File: config.mk
export PLATFORM = sky130hd
export DESIGN_NAME = tpc_ctrl
export DESIGN_NICKNAME = d
export VERILOG_FILES = /design/src/hdl/tpc_pkg.sv /design/src/hdl/tpc_ctrl.sv
export SDC_FILE = /design/constraint.sdc
export NUM_CORES = 1
export LEC_CHECK = 0
export BUFFER_PORTS_ARGS = -buffer_cell sky130_fd_sc_hd__buf_2
export CAP_MARGIN = 0
export CELL_PAD_IN_SITES_DETAIL_PLACEMENT = 1
export CELL_PAD_IN_SITES_GLOBAL_PLACEMENT = 1
export CORE_MARGIN = 3
export CORE_UTILIZATION = 25
export DETAILED_ROUTE_END_ITERATION = 16
export MAX_ROUTING_LAYER = met4
export PLACE_DENSITY_LB_ADDON = 0.25
export RECOVER_POWER = 25
export SLEW_MARGIN = 25
export SYNTH_ARGS = -nofsm -noshare
export SYNTH_HDL_FRONTEND = slang
export SYNTH_SLANG_ARGS = --single-unit
File: constraint.sdc
create_clock -name clk -period 5.6 [get_ports clk]
set_clock_uncertainty 0.1 [all_clocks]
set_input_delay 0.28 -clock clk [delete_from_list [all_inputs] [get_ports clk]]
set_output_delay 0.28 -clock clk [all_outputs]
set_load 0.005 [all_outputs]
File: src/hdl/tpc_pkg.sv
// Package: widths, constants, micro-op program and control structs of the pose composer.
package tpc_pkg;

	localparam int POS_W = 48;
	localparam int Q_W = 32;
	localparam int S_W = 32;
	localparam int ACC_W = 64;
	localparam int MAG_W = 62;
	localparam int PROD_W = 94;
	localparam int IN_TDATA_W = 368;
	localparam int OUT_TDATA_W = 272;
	localparam int MAX_CHAIN_DEPTH_DEF = 512;
	localparam int NUM_UOPS = 43;
	localparam int UPC_W = 6;

	localparam logic signed [Q_W-1:0] Q_ONE = 32'sh4000_0000;
	localparam logic signed [POS_W-1:0] POS_LIMIT = 48'sd65536000000;

	// Operand A sources
	typedef enum logic [4:0] {
		A_POS0, A_POS1, A_POS2,
		A_P0, A_P1, A_P2,
		A_UV0, A_UV1, A_UV2,
		A_UUV0, A_UUV1, A_UUV2,
		A_T0, A_T1, A_T2,
		A_QW, A_QX, A_QY, A_QZ
	} src_a_t;

	// Operand B sources
	typedef enum logic [3:0] {
		B_S0, B_S1, B_S2,
		B_QW, B_QX, B_QY, B_QZ,
		B_RW, B_RX, B_RY, B_RZ,
		B_ONE
	} src_b_t;

	// Accumulator destinations
	typedef enum logic [3:0] {
		D_P0, D_P1, D_P2,
		D_UV0, D_UV1, D_UV2,
		D_UUV0, D_UUV1, D_UUV2,
		D_NR0, D_NR1, D_NR2, D_NR3
	} dst_t;

	typedef struct packed {
		src_a_t a;
		src_b_t b;
		logic   sh16;  // drop 16 fraction bits, else 30
		logic   sub;   // subtract the product from the accumulator
		dst_t   dst;
		logic   clr;   // start from zero instead of the destination
	} uop_t;

	typedef struct packed {
		logic             load;
		logic             seed;
		logic             start;
		logic             issue;
		logic [UPC_W-1:0] upc;
		logic             commit;
		logic             emit;
		logic             chain_err;
	} tpc_cmd_t;

	typedef struct packed {
		logic first;
		logic last;
		logic busy;
		logic bad;
	} tpc_stat_t;

	function automatic uop_t mk(input src_a_t a, input src_b_t b, input logic sh16,
			input logic sub, input dst_t dst, input logic clr);
		uop_t u;
		u.a = a;
		u.b = b;
		u.sh16 = sh16;
		u.sub = sub;
		u.dst = dst;
		u.clr = clr;
		return u;
	endfunction

	// One record's work: scale, rotation product, two cross products, final sums.
	function automatic uop_t uop_rom(input logic [UPC_W-1:0] idx);
		uop_t u;
		unique case (idx)
			6'd0:  u = mk(A_POS0, B_S0, 1'b1, 1'b0, D_P0, 1'b1);
			6'd1:  u = mk(A_POS1, B_S1, 1'b1, 1'b0, D_P1, 1'b1);
			6'd2:  u = mk(A_POS2, B_S2, 1'b1, 1'b0, D_P2, 1'b1);
			6'd3:  u = mk(A_QW, B_RW, 1'b0, 1'b0, D_NR0, 1'b1);
			6'd4:  u = mk(A_QX, B_RX, 1'b0, 1'b1, D_NR0, 1'b0);
			6'd5:  u = mk(A_QY, B_RY, 1'b0, 1'b1, D_NR0, 1'b0);
			6'd6:  u = mk(A_QZ, B_RZ, 1'b0, 1'b1, D_NR0, 1'b0);
			6'd7:  u = mk(A_QW, B_RX, 1'b0, 1'b0, D_NR1, 1'b1);
			6'd8:  u = mk(A_QX, B_RW, 1'b0, 1'b0, D_NR1, 1'b0);
			6'd9:  u = mk(A_QY, B_RZ, 1'b0, 1'b0, D_NR1, 1'b0);
			6'd10: u = mk(A_QZ, B_RY, 1'b0, 1'b1, D_NR1, 1'b0);
			6'd11: u = mk(A_P2, B_QY, 1'b0, 1'b0, D_UV0, 1'b1);
			6'd12: u = mk(A_P1, B_QZ, 1'b0, 1'b1, D_UV0, 1'b0);
			6'd13: u = mk(A_P0, B_QZ, 1'b0, 1'b0, D_UV1, 1'b1);
			6'd14: u = mk(A_P2, B_QX, 1'b0, 1'b1, D_UV1, 1'b0);
			6'd15: u = mk(A_P1, B_QX, 1'b0, 1'b0, D_UV2, 1'b1);
			6'd16: u = mk(A_P0, B_QY, 1'b0, 1'b1, D_UV2, 1'b0);
			6'd17: u = mk(A_QW, B_RY, 1'b0, 1'b0, D_NR2, 1'b1);
			6'd18: u = mk(A_QX, B_RZ, 1'b0, 1'b1, D_NR2, 1'b0);
			6'd19: u = mk(A_QY, B_RW, 1'b0, 1'b0, D_NR2, 1'b0);
			6'd20: u = mk(A_QZ, B_RX, 1'b0, 1'b0, D_NR2, 1'b0);
			6'd21: u = mk(A_QW, B_RZ, 1'b0, 1'b0, D_NR3, 1'b1);
			6'd22: u = mk(A_QX, B_RY, 1'b0, 1'b0, D_NR3, 1'b0);
			6'd23: u = mk(A_QY, B_RX, 1'b0, 1'b1, D_NR3, 1'b0);
			6'd24: u = mk(A_QZ, B_RW, 1'b0, 1'b0, D_NR3, 1'b0);
			6'd25: u = mk(A_UV2, B_QY, 1'b0, 1'b0, D_UUV0, 1'b1);
			6'd26: u = mk(A_UV1, B_QZ, 1'b0, 1'b1, D_UUV0, 1'b0);
			6'd27: u = mk(A_UV0, B_QZ, 1'b0, 1'b0, D_UUV1, 1'b1);
			6'd28: u = mk(A_UV2, B_QX, 1'b0, 1'b1, D_UUV1, 1'b0);
			6'd29: u = mk(A_UV1, B_QX, 1'b0, 1'b0, D_UUV2, 1'b1);
			6'd30: u = mk(A_UV0, B_QY, 1'b0, 1'b1, D_UUV2, 1'b0);
			6'd31: u = mk(A_UV0, B_QW, 1'b0, 1'b0, D_UUV0, 1'b0);
			6'd32: u = mk(A_UV1, B_QW, 1'b0, 1'b0, D_UUV1, 1'b0);
			6'd33: u = mk(A_UV2, B_QW, 1'b0, 1'b0, D_UUV2, 1'b0);
			6'd34: u = mk(A_UUV0, B_ONE, 1'b0, 1'b0, D_UUV0, 1'b0);
			6'd35: u = mk(A_UUV1, B_ONE, 1'b0, 1'b0, D_UUV1, 1'b0);
			6'd36: u = mk(A_UUV2, B_ONE, 1'b0, 1'b0, D_UUV2, 1'b0);
			6'd37: u = mk(A_P0, B_ONE, 1'b0, 1'b0, D_UUV0, 1'b0);
			6'd38: u = mk(A_P1, B_ONE, 1'b0, 1'b0, D_UUV1, 1'b0);
			6'd39: u = mk(A_P2, B_ONE, 1'b0, 1'b0, D_UUV2, 1'b0);
			6'd40: u = mk(A_T0, B_ONE, 1'b0, 1'b0, D_UUV0, 1'b0);
			6'd41: u = mk(A_T1, B_ONE, 1'b0, 1'b0, D_UUV1, 1'b0);
			6'd42: u = mk(A_T2, B_ONE, 1'b0, 1'b0, D_UUV2, 1'b0);
			default: u = mk(A_T0, B_ONE, 1'b0, 1'b0, D_UUV0, 1'b1);
		endcase
		return u;
	endfunction

endpackage

File: src/hdl/tpc_ctrl.sv
// Controller: record sequencing, micro-op issue, chain bookkeeping and output valid.
module tpc_ctrl #(
	parameter int MAX_CHAIN_DEPTH = tpc_pkg::MAX_CHAIN_DEPTH_DEF
) (
	input  logic               clk,
	input  logic               arst_n,
	input  logic               s_tvalid,
	output logic               s_tready,
	output logic               m_tvalid,
	input  logic               m_tready,
	output tpc_pkg::tpc_cmd_t  cmd,
	input  tpc_pkg::tpc_stat_t stat
);
	import tpc_pkg::*;

	localparam int CNT_W = (MAX_CHAIN_DEPTH > 1) ? $clog2(MAX_CHAIN_DEPTH) : 1;

	typedef enum logic [5:0] {
		S_IDLE   = 6'b000001,
		S_DECIDE = 6'b000010,
		S_ISSUE  = 6'b000100,
		S_DRAIN  = 6'b001000,
		S_COMMIT = 6'b010000,
		S_EMIT   = 6'b100000
	} state_t;

	state_t           state_q, state_d;
	logic [UPC_W-1:0] upc_q;
	logic             phase_q;
	logic             chain_err_q;
	logic [CNT_W-1:0] chain_cnt_q;
	logic             out_valid_q;
	logic [CNT_W:0]   idx;
	logic             too_long;
	logic             emit_go;

	assign idx = (CNT_W+1)'(chain_cnt_q) + (CNT_W+1)'(1);
	assign too_long = (idx >= (CNT_W+1)'(MAX_CHAIN_DEPTH));
	assign emit_go = (state_q == S_EMIT) && (!out_valid_q || m_tready);

	assign s_tready = (state_q == S_IDLE);
	assign m_tvalid = out_valid_q;

	// Commands to the datapath
	always_comb begin
		cmd = '0;
		cmd.load = (state_q == S_IDLE) && s_tvalid;
		cmd.seed = (state_q == S_DECIDE) && stat.first;
		cmd.start = (state_q == S_DECIDE) && !stat.first && !chain_err_q && !too_long;
		cmd.issue = (state_q == S_ISSUE) && !phase_q;
		cmd.upc = upc_q;
		cmd.commit = (state_q == S_COMMIT);
		cmd.emit = emit_go;
		cmd.chain_err = chain_err_q;
	end

	// Next state
	always_comb begin
		state_d = state_q;
		unique case (state_q)
			S_IDLE: begin
				if (s_tvalid)
					state_d = S_DECIDE;
			end
			S_DECIDE: begin
				if (cmd.start)
					state_d = S_ISSUE;
				else
					state_d = stat.last ? S_EMIT : S_IDLE;
			end
			S_ISSUE: begin
				if (phase_q && upc_q == UPC_W'(NUM_UOPS - 1))
					state_d = S_DRAIN;
			end
			S_DRAIN: begin
				if (!stat.busy)
					state_d = S_COMMIT;
			end
			S_COMMIT: begin
				state_d = stat.last ? S_EMIT : S_IDLE;
			end
			S_EMIT: begin
				if (emit_go)
					state_d = S_IDLE;
			end
			default: state_d = S_IDLE;
		endcase
	end

	always_ff @(posedge clk or negedge arst_n) begin
		if (!arst_n) begin
			state_q <= S_IDLE;
			upc_q <= '0;
			phase_q <= 1'b0;
			chain_err_q <= 1'b0;
			chain_cnt_q <= '0;
			out_valid_q <= 1'b0;
		end else begin
			state_q <= state_d;
			// chain state
			if (cmd.seed) begin
				chain_err_q <= 1'b0;
				chain_cnt_q <= '0;
			end else if (state_q == S_DECIDE && !chain_err_q && too_long) begin
				chain_err_q <= 1'b1;
			end else if (cmd.start) begin
				chain_cnt_q <= idx[CNT_W-1:0];
			end else if (cmd.commit && stat.bad) begin
				chain_err_q <= 1'b1;
			end
			// micro-op counter; issue on phase zero, advance on phase one
			if (cmd.start) begin
				upc_q <= '0;
				phase_q <= 1'b0;
			end else if (state_q == S_ISSUE) begin
				phase_q <= !phase_q;
				if (phase_q)
					upc_q <= upc_q + UPC_W'(1);
			end
			// output register valid
			if (emit_go)
				out_valid_q <= 1'b1;
			else if (m_tready)
				out_valid_q <= 1'b0;
		end
	end

endmodule

==> results.yml <==
final_layout:
  final_area_sq_um: 1580
  regArea_sq_um: 602
  layout.cells.non_filler: 221
  synthToLayoutAreaGrowth_pct: 18.2
  multi_input_area_sq_um: 687
  final_util_pct: 31.9
  n_fill_cell: 602
  diodes: 0
  nets: 166
  layout-drive-gt1-share_pct: 24.0
pwr:
  finalPower_mw: 0.338
  swShare_pct: 19.7
  seq_power_share_pct: 51.3
  p_sw_mw: 0.0664
  ir_drop_v: 0.0000957
  combPwrFrac_pct: 2.1
  p_clk_share_pct: 46.6
  internal_power_mw: 0.271
  p_leak_nw: 0.686
  power_density_nw_per_um2: 214
flow_run:
  cap_violations: 0
global_routing:
  global_route.usage.met1_pct: 14.8
  grt_pass1_wl_mm: 5.38
  track_usage_pct: 11.2
  grt_pass1_vias: 1125
  busiest_layer: "met2"
  grt_max_degree: 25
  met3_usage_pct: 1.47
  antenna_found_initial: 0
  grt_remaining_overflow: 0
  gr-usage-met2_pct: 17.7
cts:
  cts_sinks: 24
  clockBufferDepth: 2
  cts-root-buf: "clkbuf_8"
  cts_inserted_buffers: 3
  htree_levels: 1
  clk_latency_ns: 0.28
  tritoncts: "built"
  path_clk_slew_ns: 0.09
logic_synthesis:
  ys_types: 44
  ys_seq_elements: 24
  ys_async_sr_fraction_pct: 100
  synth_edf_count: 0
  synth_compound_area_share_pct: 6.75
  synth_area_per_cell_sq_um: 10.2
  synth_cells: 131
  syn_nets: 142
  ys_warn_count: 0
  yosys.area_share.simple_pct: 32.6
  synthAdderAreaFrac_pct: 2.81
  yosys.area_share.xor_xnor_pct: 8.53
  synth_top_family_by_area: "simple AND/OR/NAND/NOR gates"
  synth_area_sq_um: 1340
  synth-main-ff-cell: "dfrtp_1"
  synth_seq_area_share_pct: 45.1
  muxShareOfSynthArea_pct: 0.750
critical_path:
  r2r-end: "state_q[0]"
  cp_data_required_time_ns: 5.22
  cp-start-kind: "flop"
  rr_worst_depth: 5
  endpoint_kind: "primary output"
  r2r_slack_ns: 3.45
  worst-path-max-fanout: 11
  crit_type: "reg2out"
  arrival_ns: 2.28
  r2r-start: "state_q[2]"
hold_path:
  min_from: "s_tvalid"
  min_path_type: "in2reg"
  min_path_cells: 2
  whs_endpoint: "state_q[1]"
placed_design:
  dpl.cell_count: 216
  place_ws_ns: 3.23
  portBuffers: 22
  gp_congestion: 0.825
  post-dp-hpwl_mm: 2.31
  post_dp_cell_area_sq_um: 1500
route:
  drt-vias-per-instance: 4.61
  drc: 0
  postRouteAntennaNets: 0
  wl_mm: 3.00
  dr.pass1.iters: 4
  wl_per_cell_um: 13.6
  num_vias: 1018
  drt-initial-drc-count: 22
floorplanning:
  fp.dieH_um: 79.1
  dieArea_sq_um: 6250
  fp.coreArea_sq_um: 4940
  start_util_pct: 27.0
  placementRows: 25
  io_pins: 23
  dieWidth_um: 79.1
timing:
  finalCritPeriodShare_pct: 47.4
  maxSlewHeadroom_pct: 11.3
  fin_crit_ns: 2.66
  setup_ws_ns: 2.94
  setup_tns_ns: 0
  finalSetupViolCount: 0
  max_freq_mhz: 376
  rsz0062_at_grt: "no"
  drv_slew: 0
  hold_ws_ns: 0.136
  finalHoldViolations: 0
  worstMarginPinSlew_ns: 1.33
run_status:
  status: "completed"
## registers in the layout (all words and copies together) (netlist names)
signal	cells
chain_cnt_q	9
state_q	6
upc_q	6
phase_q	1
chain_err_q	1
m_tvalid	1
## how the worst max path moves through the flow
stage | from | endpoint | slack [ns] | depth (start not counted)
3_5_place_dp | state_q[2] | cmd[11] | 3.23 | 4
2_1_floorplan | state_q[2] | cmd[10] | 3.56 | 4
4_1_cts | state_q[2] | cmd[11] | 2.92 | 4
5_1_grt | state_q[2] | cmd[11] | 2.81 | 4
6_report | state_q[2] | cmd[11] | 2.94 | 4
3_3_place_gp | state_q[2] | cmd[11] | 3.32 | 4
## synth_stat cells, drive strengths merged, types with 2 or more instances
cell type / n / area [sq um]
a21oi: 2 / 10.0
a2bb2oi: 2 / 23.8
and2: 6 / 40.0
and3: 3 / 18.8
buf: 4 / 31.3
dfrtp: 23 / 576
ha: 3 / 37.5
inv: 4 / 15.0
nand2: 6 / 22.5
nand2b: 4 / 25.0
nand3: 5 / 25.0
nand4: 6 / 37.5
nor2: 20 / 85.1
nor2b: 3 / 18.8
nor3: 3 / 15.0
nor3b: 3 / 38.8
nor4: 3 / 33.8
o21ai: 2 / 10.0
or3: 2 / 12.5
or4: 2 / 18.8
xnor2: 4 / 35.0
xor2: 9 / 78.8
## layer usage
layer	vias to the layer above	wire length (um)
met3	4	90
met1	496	1460
met5	-	0
li1	503	-
met2	15	1400
met4	0	48
## power groups by stage
stage	clock, mW	combinational [mW]	sequential [mW]
after floorplan	0	0.000475	0.177
after global placement	0	0.00707	0.177
after detailed placement	0	0.00734	0.177
after CTS	0.162	0.00786	0.173
after global routing	0.169	0.00858	0.173
final	0.157	0.00717	0.173
## critical path, stage by stage, from the launching register on
cell and delay, ns:
dfrtp_1 0.42, or4_4 0.59, nor2_1 0.30, and2_1 0.48, buf_2 0.20
## area by class of cell
cell class | instances | area share (%)
multi-input combinational | 99 | 43.5
sequential | 24 | 38.1
timing repair buffer | 23 | 7.53
tap | 67 | 5.31
clock buffer | 3 | 2.62
clock inverter | 1 | 1.90
inverter | 4 | 0.952
## timing repair
item | CTS | global route
hold endpoints to repair | 23 | 0
gates resized for setup | 0 | 0
hold buffers | 1 | 0
setup buffers | 0 | 0
## logic make-up after synthesis
logic type	after synthesis
and+or+nand+nor	71
DFF	24
xor gates and xnor gates	13
AOI/OAI and AO/OA	11
buffers and inverters	8
adders and majority gates	3
muxes	1
## cells in the final DEF, fill, tap and decap left out, drive strengths merged
master	instances
nor2b	3
o2bb2ai	1
dfrtp	23
xnor2	4
and3	3
nand4b	1
o21bai	1
inv	4
o21ai	2
nor2	20
nor3b	3
nor3	3
nand3b	1
and3b	1
nor4	3
clkbuf	4
and4	1
a211oi	1
mux2i	1
or3	2
nand2	6
or4	2
ha	3
nand3	5
nand2b	4
nor4bb	1
dlygate4sd3	1
a2bb2oi	2
buf	21
and2	6
o22ai	1
a21oi	2
nand4	6
a221o	1
dfstp	1
bufinv	1
xor2	9
Power figures use the tool's default switching activity.
